[src/tcfp_pkg.sv]
// Shared constants, codes and types of the tagged command frame parser.
`default_nettype none
package tcfp_pkg;

  localparam int unsigned STRING_LIMIT    = 4096;
  localparam int unsigned PARAMETER_LIMIT = 32;

  localparam int unsigned LEN_W   = 13;
  localparam int unsigned CNT_W   = 6;
  localparam int unsigned IDX_W   = 5;
  localparam int unsigned WORD_W  = 32;
  localparam int unsigned KIND_W  = 3;
  localparam int unsigned CFG_A_W = 2;
  localparam int unsigned CFG_D_W = 13;
  localparam int unsigned PH_W    = 3;

  localparam logic [LEN_W-1:0] STR_LIMIT_C = LEN_W'(STRING_LIMIT);
  localparam logic [CNT_W-1:0] PAR_LIMIT_C = CNT_W'(PARAMETER_LIMIT);

  // configuration register indexes
  localparam logic [CFG_A_W-1:0] CFG_MAX_STRING = 2'd0;
  localparam logic [CFG_A_W-1:0] CFG_MAX_PARAM  = 2'd1;

  // parse phases
  localparam logic [PH_W-1:0] PH_NAME_LEN = 3'd0;
  localparam logic [PH_W-1:0] PH_NAME     = 3'd1;
  localparam logic [PH_W-1:0] PH_COUNT    = 3'd2;
  localparam logic [PH_W-1:0] PH_TYPE     = 3'd3;
  localparam logic [PH_W-1:0] PH_VALUE    = 3'd4;
  localparam logic [PH_W-1:0] PH_STRING   = 3'd5;

  // result kinds
  localparam logic [KIND_W-1:0] EV_NAME_BYTE = 3'd0;
  localparam logic [KIND_W-1:0] EV_COUNT     = 3'd1;
  localparam logic [KIND_W-1:0] EV_HEAD      = 3'd2;
  localparam logic [KIND_W-1:0] EV_STR_BYTE  = 3'd3;
  localparam logic [KIND_W-1:0] EV_ERROR     = 3'd4;

  // error codes
  localparam logic ERR_LENGTH = 1'b0;
  localparam logic ERR_COUNT  = 1'b1;

  typedef struct packed {
    logic [LEN_W-1:0] str_cap;
    logic [CNT_W-1:0] cnt_cap;
  } caps_t;

  typedef struct packed {
    logic [KIND_W-1:0] event_kind;
    logic [7:0]        payload_byte;
    logic [IDX_W-1:0]  parameter_index;
    logic              parameter_is_string;
    logic [WORD_W-1:0] parameter_value;
    logic [CNT_W-1:0]  parameter_total;
    logic              error_code;
    logic              string_end;
    logic              command_done;
  } result_t;

  typedef struct packed {
    logic load;
    logic has_result;
  } step_t;

endpackage
`default_nettype wire

[src/tcfp_in_if.sv]
// Input byte channel of the parser.
`default_nettype none
interface tcfp_in_if;
  logic       valid;
  logic       ready;
  logic [7:0] data_byte;
  logic       connection_start;

  modport source (output valid, output data_byte, output connection_start, input ready);
  modport sink   (input valid, input data_byte, input connection_start, output ready);
endinterface
`default_nettype wire

[src/tcfp_out_if.sv]
// Result channel of the parser.
`default_nettype none
interface tcfp_out_if;
  logic        valid;
  logic        ready;
  logic [2:0]  event_kind;
  logic [7:0]  payload_byte;
  logic [4:0]  parameter_index;
  logic        parameter_is_string;
  logic [31:0] parameter_value;
  logic [5:0]  parameter_total;
  logic        error_code;
  logic        string_end;
  logic        command_done;

  modport source (
    output valid, output event_kind, output payload_byte, output parameter_index,
    output parameter_is_string, output parameter_value, output parameter_total,
    output error_code, output string_end, output command_done, input ready
  );
  modport sink (
    input valid, input event_kind, input payload_byte, input parameter_index,
    input parameter_is_string, input parameter_value, input parameter_total,
    input error_code, input string_end, input command_done, output ready
  );
endinterface
`default_nettype wire

[src/tcfp_cfg_if.sv]
// Configuration write channel of the parser.
`default_nettype none
interface tcfp_cfg_if;
  logic        valid;
  logic        ready;
  logic [1:0]  index;
  logic [12:0] data;

  modport source (output valid, output index, output data, input ready);
  modport sink   (input valid, input index, input data, output ready);
endinterface
`default_nettype wire

[src/tcfp_cfg_regs.sv]
// Configuration registers and effective limits of the parser.
`default_nettype none
module tcfp_cfg_regs (
  input  wire logic    clk,
  input  wire logic    rst_n,
  tcfp_cfg_if.sink     cfg_chan,
  output tcfp_pkg::caps_t caps
);
  import tcfp_pkg::*;

  logic [LEN_W-1:0] max_str_r;
  logic [CNT_W-1:0] max_par_r;

  assign cfg_chan.ready = 1'b1;

  always_ff @(posedge clk) begin
    if (!rst_n) begin
      max_str_r <= STR_LIMIT_C;
      max_par_r <= PAR_LIMIT_C;
    end else if (cfg_chan.valid) begin
      // unknown indexes are dropped
      if (cfg_chan.index == CFG_MAX_STRING) max_str_r <= cfg_chan.data[LEN_W-1:0];
      if (cfg_chan.index == CFG_MAX_PARAM)  max_par_r <= cfg_chan.data[CNT_W-1:0];
    end
  end

  assign caps.str_cap = (max_str_r < STR_LIMIT_C) ? max_str_r : STR_LIMIT_C;
  assign caps.cnt_cap = (max_par_r < PAR_LIMIT_C) ? max_par_r : PAR_LIMIT_C;

endmodule
`default_nettype wire

[src/tcfp_parse_core.sv]
// Input register, parse state and per-byte step logic.
`default_nettype none
module tcfp_parse_core (
  input  wire logic        clk,
  input  wire logic        rst_n,
  tcfp_in_if.sink          in_chan,
  input  wire tcfp_pkg::caps_t caps,
  input  wire logic        out_stall,
  output tcfp_pkg::step_t  step,
  output tcfp_pkg::result_t res
);
  import tcfp_pkg::*;

  logic             in_v_r;
  logic [7:0]       byte_r;
  logic             cs_r;

  logic [PH_W-1:0]   phase_r, phase_nxt;
  logic [1:0]        fbc_r, fbc_nxt;
  logic [WORD_W-1:0] word_r, word_nxt;
  logic [LEN_W-1:0]  rem_r, rem_nxt;
  logic [CNT_W-1:0]  cur_r, cur_nxt;
  logic [CNT_W-1:0]  tot_r, tot_nxt;
  logic              isstr_r, isstr_nxt;
  logic              err_r, err_nxt;

  logic [PH_W-1:0]   ph;
  logic [1:0]        fbc;
  logic [WORD_W-1:0] word, word_c;
  logic [LEN_W-1:0]  rem, rem_dec;
  logic [CNT_W-1:0]  cur, cur_inc, tot;
  logic              isstr, err, last;
  logic              proc, has;

  assign proc          = in_v_r && !out_stall;
  assign in_chan.ready = !in_v_r || proc;
  assign step.load       = proc;
  assign step.has_result = has;

  always_ff @(posedge clk) begin
    if (!rst_n) begin
      in_v_r <= 1'b0;
    end else if (in_chan.ready) begin
      in_v_r <= in_chan.valid;
    end
  end

  always_ff @(posedge clk) begin
    if (in_chan.ready && in_chan.valid) begin
      byte_r <= in_chan.data_byte;
      cs_r   <= in_chan.connection_start;
    end
  end

  // connection start clears the parser before the byte is consumed
  always_comb begin
    ph    = cs_r ? PH_NAME_LEN : phase_r;
    fbc   = cs_r ? 2'd0 : fbc_r;
    word  = cs_r ? '0 : word_r;
    rem   = cs_r ? '0 : rem_r;
    cur   = cs_r ? '0 : cur_r;
    tot   = cs_r ? '0 : tot_r;
    isstr = cs_r ? 1'b0 : isstr_r;
    err   = cs_r ? 1'b0 : err_r;
  end

  assign word_c  = (fbc == 2'd0) ? WORD_W'(byte_r)
                                 : (word | (WORD_W'(byte_r) << {fbc, 3'b000}));
  assign last    = (fbc == 2'd3);
  assign rem_dec = rem - LEN_W'(1);
  assign cur_inc = cur + CNT_W'(1);

  always_comb begin
    phase_nxt = ph;
    fbc_nxt   = fbc;
    word_nxt  = word;
    rem_nxt   = rem;
    cur_nxt   = cur;
    tot_nxt   = tot;
    isstr_nxt = isstr;
    err_nxt   = err;
    has       = 1'b0;
    res       = '0;
    if (!err) begin
      unique case (ph)
        PH_NAME_LEN: begin
          word_nxt = word_c;
          fbc_nxt  = fbc + 2'd1;
          if (last) begin
            if (word_c > WORD_W'(caps.str_cap)) begin
              err_nxt        = 1'b1;
              has            = 1'b1;
              res.event_kind = EV_ERROR;
              res.error_code = ERR_LENGTH;
            end else begin
              rem_nxt   = word_c[LEN_W-1:0];
              phase_nxt = (word_c != '0) ? PH_NAME : PH_COUNT;
            end
          end
        end
        PH_NAME: begin
          has              = 1'b1;
          res.event_kind   = EV_NAME_BYTE;
          res.payload_byte = byte_r;
          rem_nxt          = rem_dec;
          if (rem_dec == '0) begin
            res.string_end = 1'b1;
            phase_nxt      = PH_COUNT;
          end
        end
        PH_COUNT: begin
          word_nxt = word_c;
          fbc_nxt  = fbc + 2'd1;
          if (last) begin
            has = 1'b1;
            if (word_c > WORD_W'(caps.cnt_cap)) begin
              err_nxt        = 1'b1;
              res.event_kind = EV_ERROR;
              res.error_code = ERR_COUNT;
            end else begin
              tot_nxt             = word_c[CNT_W-1:0];
              cur_nxt             = '0;
              res.event_kind      = EV_COUNT;
              res.parameter_total = word_c[CNT_W-1:0];
              if (word_c[CNT_W-1:0] == '0) begin
                res.command_done = 1'b1;
                phase_nxt        = PH_NAME_LEN;
              end else begin
                phase_nxt = PH_TYPE;
              end
            end
          end
        end
        PH_TYPE: begin
          isstr_nxt = (byte_r != 8'd0);
          fbc_nxt   = 2'd0;
          phase_nxt = PH_VALUE;
        end
        PH_VALUE: begin
          word_nxt = word_c;
          fbc_nxt  = fbc + 2'd1;
          if (last) begin
            has = 1'b1;
            if (isstr && (word_c > WORD_W'(caps.str_cap))) begin
              err_nxt        = 1'b1;
              res.event_kind = EV_ERROR;
              res.error_code = ERR_LENGTH;
            end else begin
              res.event_kind          = EV_HEAD;
              res.parameter_index     = cur[IDX_W-1:0];
              res.parameter_is_string = isstr;
              res.parameter_value     = word_c;
              if (isstr && (word_c != '0)) begin
                rem_nxt   = word_c[LEN_W-1:0];
                phase_nxt = PH_STRING;
              end else if (cur_inc >= tot) begin
                res.command_done = 1'b1;
                cur_nxt          = '0;
                phase_nxt        = PH_NAME_LEN;
              end else begin
                cur_nxt   = cur_inc;
                phase_nxt = PH_TYPE;
              end
            end
          end
        end
        PH_STRING: begin
          has                     = 1'b1;
          res.event_kind          = EV_STR_BYTE;
          res.payload_byte        = byte_r;
          res.parameter_index     = cur[IDX_W-1:0];
          res.parameter_is_string = 1'b1;
          rem_nxt                 = rem_dec;
          if (rem_dec == '0) begin
            res.string_end = 1'b1;
            // end of parameter, and of the command after the last one
            if (cur_inc >= tot) begin
              res.command_done = 1'b1;
              cur_nxt          = '0;
              phase_nxt        = PH_NAME_LEN;
            end else begin
              cur_nxt   = cur_inc;
              phase_nxt = PH_TYPE;
            end
          end
        end
        default: begin
          phase_nxt = PH_NAME_LEN;
          fbc_nxt   = 2'd0;
          word_nxt  = '0;
          rem_nxt   = '0;
          cur_nxt   = '0;
          tot_nxt   = '0;
          isstr_nxt = 1'b0;
          err_nxt   = 1'b0;
        end
      endcase
    end
  end

  always_ff @(posedge clk) begin
    if (!rst_n) begin
      phase_r <= PH_NAME_LEN;
      fbc_r   <= 2'd0;
      word_r  <= '0;
      rem_r   <= '0;
      cur_r   <= '0;
      tot_r   <= '0;
      isstr_r <= 1'b0;
      err_r   <= 1'b0;
    end else if (proc) begin
      phase_r <= phase_nxt;
      fbc_r   <= fbc_nxt;
      word_r  <= word_nxt;
      rem_r   <= rem_nxt;
      cur_r   <= cur_nxt;
      tot_r   <= tot_nxt;
      isstr_r <= isstr_nxt;
      err_r   <= err_nxt;
    end
  end

endmodule
`default_nettype wire

[src/tcfp_out_reg.sv]
// Result register that drives the output channel.
`default_nettype none
module tcfp_out_reg (
  input  wire logic          clk,
  input  wire logic          rst_n,
  input  wire tcfp_pkg::step_t   step,
  input  wire tcfp_pkg::result_t res,
  output logic               out_stall,
  tcfp_out_if.source         out_chan
);
  import tcfp_pkg::*;

  logic    out_v_r;
  result_t res_r;

  assign out_stall = out_v_r && !out_chan.ready;

  always_ff @(posedge clk) begin
    if (!rst_n) begin
      out_v_r <= 1'b0;
    end else if (step.load) begin
      out_v_r <= step.has_result;
    end else if (out_chan.ready) begin
      out_v_r <= 1'b0;
    end
  end

  always_ff @(posedge clk) begin
    if (step.load && step.has_result) begin
      res_r <= res;
    end
  end

  assign out_chan.valid               = out_v_r;
  assign out_chan.event_kind          = res_r.event_kind;
  assign out_chan.payload_byte        = res_r.payload_byte;
  assign out_chan.parameter_index     = res_r.parameter_index;
  assign out_chan.parameter_is_string = res_r.parameter_is_string;
  assign out_chan.parameter_value     = res_r.parameter_value;
  assign out_chan.parameter_total     = res_r.parameter_total;
  assign out_chan.error_code          = res_r.error_code;
  assign out_chan.string_end          = res_r.string_end;
  assign out_chan.command_done        = res_r.command_done;

endmodule
`default_nettype wire

[src/tagged_command_frame_parser_unit.sv]
// Top level of the tagged command frame parser.
//
// Takes one stream byte per clock while the result side keeps ready high and
// gives at most one result per byte: name bytes, the parameter count,
// parameter heads, string bytes and a single error result, with string_end
// and command_done flags. A byte is captured in an input register, the parse
// state is stepped by the logic after it and the result lands in the output
// register; the parse state update made for each byte sets the sustained rate
// of one byte per cycle. Bytes that give no result (length and count words
// before their last byte, type bytes, anything while an error is latched)
// leave no gap. Setting connection_start on a byte clears the parser and the
// error before that byte.
// The user must write limit registers over the configuration channel only
// while the parser is idle; the block itself does not enforce this. A length
// or count above the smaller of the register and the built-in limit raises
// the error.
`default_nettype none
module tagged_command_frame_parser_unit (
  input  wire logic   clk,
  input  wire logic   rst_n,
  tcfp_in_if.sink     in_chan,
  tcfp_out_if.source  out_chan,
  tcfp_cfg_if.sink    cfg_chan
);
  import tcfp_pkg::*;

  caps_t   caps;
  step_t   step;
  result_t res;
  logic    out_stall;

  tcfp_cfg_regs u_cfg (
    .clk      (clk),
    .rst_n    (rst_n),
    .cfg_chan (cfg_chan),
    .caps     (caps)
  );

  tcfp_parse_core u_core (
    .clk       (clk),
    .rst_n     (rst_n),
    .in_chan   (in_chan),
    .caps      (caps),
    .out_stall (out_stall),
    .step      (step),
    .res       (res)
  );

  tcfp_out_reg u_out (
    .clk       (clk),
    .rst_n     (rst_n),
    .step      (step),
    .res       (res),
    .out_stall (out_stall),
    .out_chan  (out_chan)
  );

endmodule
`default_nettype wire
[src/flat_wrapper.sv]
// flat-port wrapper written by rule: the top's interface ports become plain ports
module tagged_command_frame_parser_unit_flat import tcfp_pkg::*;
  (clk, rst_n, in_chan_valid, in_chan_data_byte, in_chan_connection_start, in_chan_ready, out_chan_valid, out_chan_event_kind, out_chan_payload_byte, out_chan_parameter_index, out_chan_parameter_is_string, out_chan_parameter_value, out_chan_parameter_total, out_chan_error_code, out_chan_string_end, out_chan_command_done, out_chan_ready, cfg_chan_valid, cfg_chan_index, cfg_chan_data, cfg_chan_ready);
  tcfp_in_if in_chan_i ();
  tcfp_out_if out_chan_i ();
  tcfp_cfg_if cfg_chan_i ();
  input  wire logic clk;
  input  wire logic rst_n;
  input wire logic [$bits(in_chan_i.valid)-1:0] in_chan_valid;
  input wire logic [$bits(in_chan_i.data_byte)-1:0] in_chan_data_byte;
  input wire logic [$bits(in_chan_i.connection_start)-1:0] in_chan_connection_start;
  output wire logic [$bits(in_chan_i.ready)-1:0] in_chan_ready;
  output wire logic [$bits(out_chan_i.valid)-1:0] out_chan_valid;
  output wire logic [$bits(out_chan_i.event_kind)-1:0] out_chan_event_kind;
  output wire logic [$bits(out_chan_i.payload_byte)-1:0] out_chan_payload_byte;
  output wire logic [$bits(out_chan_i.parameter_index)-1:0] out_chan_parameter_index;
  output wire logic [$bits(out_chan_i.parameter_is_string)-1:0] out_chan_parameter_is_string;
  output wire logic [$bits(out_chan_i.parameter_value)-1:0] out_chan_parameter_value;
  output wire logic [$bits(out_chan_i.parameter_total)-1:0] out_chan_parameter_total;
  output wire logic [$bits(out_chan_i.error_code)-1:0] out_chan_error_code;
  output wire logic [$bits(out_chan_i.string_end)-1:0] out_chan_string_end;
  output wire logic [$bits(out_chan_i.command_done)-1:0] out_chan_command_done;
  input wire logic [$bits(out_chan_i.ready)-1:0] out_chan_ready;
  input wire logic [$bits(cfg_chan_i.valid)-1:0] cfg_chan_valid;
  input wire logic [$bits(cfg_chan_i.index)-1:0] cfg_chan_index;
  input wire logic [$bits(cfg_chan_i.data)-1:0] cfg_chan_data;
  output wire logic [$bits(cfg_chan_i.ready)-1:0] cfg_chan_ready;
  assign in_chan_i.valid = in_chan_valid;
  assign in_chan_i.data_byte = in_chan_data_byte;
  assign in_chan_i.connection_start = in_chan_connection_start;
  assign in_chan_ready = in_chan_i.ready;
  assign out_chan_valid = out_chan_i.valid;
  assign out_chan_event_kind = out_chan_i.event_kind;
  assign out_chan_payload_byte = out_chan_i.payload_byte;
  assign out_chan_parameter_index = out_chan_i.parameter_index;
  assign out_chan_parameter_is_string = out_chan_i.parameter_is_string;
  assign out_chan_parameter_value = out_chan_i.parameter_value;
  assign out_chan_parameter_total = out_chan_i.parameter_total;
  assign out_chan_error_code = out_chan_i.error_code;
  assign out_chan_string_end = out_chan_i.string_end;
  assign out_chan_command_done = out_chan_i.command_done;
  assign out_chan_i.ready = out_chan_ready;
  assign cfg_chan_i.valid = cfg_chan_valid;
  assign cfg_chan_i.index = cfg_chan_index;
  assign cfg_chan_i.data = cfg_chan_data;
  assign cfg_chan_ready = cfg_chan_i.ready;
  tagged_command_frame_parser_unit u_core (.clk(clk), .rst_n(rst_n), .in_chan(in_chan_i), .out_chan(out_chan_i), .cfg_chan(cfg_chan_i));
endmodule
[config.mk]
export PLATFORM = sky130hd
export DESIGN_NAME = tagged_command_frame_parser_unit_flat
export DESIGN_NICKNAME = d
export VERILOG_FILES = /design/src/tcfp_pkg.sv /design/src/tcfp_in_if.sv /design/src/tcfp_out_if.sv /design/src/tcfp_cfg_if.sv /design/src/tcfp_cfg_regs.sv /design/src/tcfp_parse_core.sv /design/src/tcfp_out_reg.sv /design/src/tagged_command_frame_parser_unit.sv /design/src/flat_wrapper.sv
export SDC_FILE = /design/constraint.sdc
export NUM_CORES = 1
export LEC_CHECK = 0
export BUFFER_PORTS_ARGS = -buffer_cell sky130_fd_sc_hd__buf_4
export CAP_MARGIN = 0
export CORE_ASPECT_RATIO = 0.8
export CORE_UTILIZATION = 45
export CTS_BUF_LIST = sky130_fd_sc_hd__clkbuf_4
export DETAILED_ROUTE_END_ITERATION = 10
export GPL_ROUTABILITY_DRIVEN = 0
export GPL_TIMING_DRIVEN = 0
export PLACE_DENSITY = 0.75
export SLEW_MARGIN = 20
export SYNTH_ARGS = -nofsm -noshare
export SYNTH_HDL_FRONTEND = slang
export SYNTH_SLANG_ARGS = --single-unit
[constraint.sdc]
create_clock -name clk -period 9.51 [get_ports clk]
set_input_delay 1.4265 -clock clk [delete_from_list [all_inputs] [get_ports clk]]
set_output_delay 1.4265 -clock clk [all_outputs]
set_load 0.02 [all_outputs]
==> results.sh <==
export IMPL_status="complete, no violations"
export IMPL_rsz0062_at_grt="no"
export IMPL_worstSetupPathType="register to register"
export IMPL_fill_cells=1663
export IMPL_dpl_cell_count=1270
export IMPL_finalCriticalPeriod_ps=8220
export IMPL_synth_main_ff_cell="dfxtp_1"
export IMPL_drive_gt1_share_pct=15.4
export IMPL_cts_max_level=4
export IMPL_final_common_cell="nor2_1"
export IMPL_cts_path_max_buffers=2
export IMPL_hold_viol=0
export IMPL_required_ps=9810
export IMPL_fin_tns_setup_ps=0
export IMPL_final_area_sq_um=9680
export IMPL_synth_area_leaders="edfxtp_1 24%, dfxtp_1 20%, nor2_1 6.9%"
export IMPL_start_kind="register"
export IMPL_crit_buf_inv=9
export IMPL_nNetsFinal=1115
export IMPL_use_met3_pct=9.43
export IMPL_avgSynthCellArea_sq_um=8.80
export IMPL_cts_resized=0
export IMPL_maxSlewViolCount=0
export IMPL_cpLargestDelayFamily="buffers and inverters"
export IMPL_synth_edf_count=67
export IMPL_num_vias=7982
export IMPL_final_cell_mix="153 x nor2_1, 99 x nand2_1, 91 x buf_4, 85 x dfxtp_1, 75 x a21oi_1"
export IMPL_cts_buffers=17
export IMPL_die_x_um=154
export IMPL_vdd_drop_max_mv=0.0809
export IMPL_antenna_found_initial=0
export IMPL_hold_slack_ps=468
export IMPL_firstDrtPassIters=9
export IMPL_core_area_sq_um=18200
export IMPL_max_slew_margin_pct=34.7
export IMPL_drt_initial_drc_count=1132
export IMPL_clk_pin_slew_worst_paths_ps=120
export IMPL_skew_ps=33.6
export IMPL_avgViaCountPerCell=6.13
export IMPL_die_area_sq_um=19100
export IMPL_fin_cells=1303
export IMPL_yosys_warnings=0
export IMPL_grt_use_total_pct=26.8
export IMPL_yosysTopAreaCellShare_pct=24.1
export IMPL_fin_crit_sh_pct=86.4
export IMPL_post_drt_wl_per_cell_um=19.4
export IMPL_postRouteAntennaNets=0
export IMPL_postCtsSetupRepairBufs=0
export IMPL_core_rowCount=44
export IMPL_multi_input_area_sq_um=4290
export IMPL_fp_dieH_um=124
export IMPL_cp_max_fo=25
export IMPL_fmax_ghz=0.122
export IMPL_dpl_hpwl_mm=18.7
export IMPL_numPortBuffers=88
export IMPL_layout_setup_ws_ps=1290
export IMPL_holdBufCountCts=0
export IMPL_crit_path_end_kind="register"
export IMPL_pre_cts_ws_ps=1650
export IMPL_grt_pass1_wl_mm=39.0
export IMPL_root_buffer="clkbuf_4"
export IMPL_cp_arrival_ps=8520
export IMPL_drv_cap=0
export IMPL_worst_slew_pin_slew_ps=980
export IMPL_ios=90
export IMPL_wl_mm=25.3
export IMPL_met1_usage_pct=36.4
export IMPL_drc_errors=0
export IMPL_syn_nets=1005
export IMPL_grt_ovfl_total=0
export IMPL_p_per_area_nw_per_um2=129
export IMPL_yosys_area_top_type="edfxtp_1"
export IMPL_start_util_pct=46.0
export IMPL_syn_area_sq_um=8360
export IMPL_crit_top_cell="buf_1"
export IMPL_syn_inst=949
export IMPL_crit_chain="clkbuf_1 -> clkinv_1 -> clkbuf_1 -> buf_1 -> buf_1 -> nand2_1 -> ha_1 -> nor2_4 -> buf_1 -> nand2_1 -> a22oi_1 -> inv_1 -> ha_1 -> a21oi_1 -> o21ai_0 -> nand2b_1 -> a21oi_1 -> o31a_1 -> nor2_1 -> o31ai_1 -> a21oi_4 -> buf_16 -> buf_16"
export IMPL_global_route_usage_met2_pct=39.0
export IMPL_slowest_delay_ps=660
export IMPL_synth_cell_types=86
export IMPL_placed_cell_area_sq_um=9380
export IMPL_leakage_nw=3.51
export IMPL_grt_busiest_layer="met2"
export IMPL_clk_latency_ps=600
export IMPL_clock_sinks=152
export IMPL_finalSetupViolCount=0
export IMPL_hp_class="register to register"
export IMPL_cts_tree="built"
export IMPL_area_delta_synth_final_pct=15.8
export IMPL_area_sequential_sq_um=3710
export IMPL_cp_slowest_cell="a22oi_1"
export IMPL_grt_start_max_net_pins=26
export IMPL_synthArstFlopShare_pct=0
export IMPL_ys_seq_area_share_pct=44.4
export IMPL_synth_seq_cells=152
export IMPL_grt_pass1_vias=7382
[sequential cells by signal, summed over array words and instances, names as in the netlist, 8 cells and up]
signal and count:
u_core.u_core.rem_r 13, u_core.u_out.out_chan.payload_byte 8, u_core.u_core.byte_r 8, u_core.u_cfg.max_str_r 13, u_core.u_core.word_r 32, u_core.u_out.out_chan.parameter_value 32
[power breakdown]
part	switching (mW)	internal (mW)	leakage (nW)	total (mW)
Combinational	0.0884	0.0378	2.13	0.126
Clock	0.241	0.186	0.155	0.427
Sequential	0.00928	0.685	1.22	0.695
Total	0.339	0.909	3.51	1.25
[final timing paths]
check	endpoint	slack, ps	cells after the start	startpoint
worst max-delay path	u_core.u_out.out_chan.payload_byte[5]	1290	23	u_core.u_core.cs_r
worst min-delay path	u_core.u_cfg.max_str_r[5]	470	2	u_core.u_cfg.max_str_r[5]
worst max register to register	u_core.u_out.out_chan.payload_byte[5]	1290	23	u_core.u_core.cs_r
worst min register to register	u_core.u_cfg.max_str_r[5]	470	2	u_core.u_cfg.max_str_r[5]
[layer usage]
| layer | vias up | routed length (um) |
|---|---|---|
| met5 | - | 0 |
| met4 | 0 | 744 |
| met1 | 3658 | 10700 |
| met3 | 87 | 3480 |
| met2 | 540 | 10400 |
| li1 | 3697 | - |
[final cells by class]
type / instances / share of cell area, %
well taps: 230 / 2.97
flip-flops and latches: 152 / 38.4
plain buffers: 57 / 2.55
diodes: 1 / 0.0259
multi-input cells: 709 / 44.3
inverters: 31 / 1.20
clock buffers: 19 / 1.47
repair buffers: 91 / 7.47
clock inverters: 13 / 1.58
[synth_stat cells, types with 16 or more instances]
| cell | count |
|---|---|
| a22oi_1 | 29 |
| ha_1 | 27 |
| inv_1 | 29 |
| nor2_1 | 153 |
| dfxtp_1 | 85 |
| nor3_1 | 19 |
| nand2_1 | 99 |
| a21oi_1 | 76 |
| edfxtp_1 | 67 |
| nand3_1 | 22 |
| clkbuf_1 | 38 |
| o21ai_0 | 41 |
| nor2b_1 | 16 |
[kinds of logic after synthesis]
group	synth area share (%)
AOI/OAI and AO/OA	22.7
xor gates and xnor gates	0.943
adders and majority gates	4.04
buffers and inverters	4.34
DFF	44.4
muxes	1.57
other	0.0449
and+or+nand+nor	22.0
[tightest hold or removal path, cell delays in order (launching register included)]
cell,delay [ps]
dfxtp_1,330
nand2_1,50
a21oi_1,50
[metrics by stage]
step,util (%),power [mW]
3_3_place_gp,51.2,0.827
4_1_cts,53.2,1.24
5_1_grt,53.2,1.29
2_1_floorplan,-,0.780
3_5_place_dp,51.6,0.829
6_report,53.3,1.25
No activity file was read; power rests on OpenSTA's default activity.
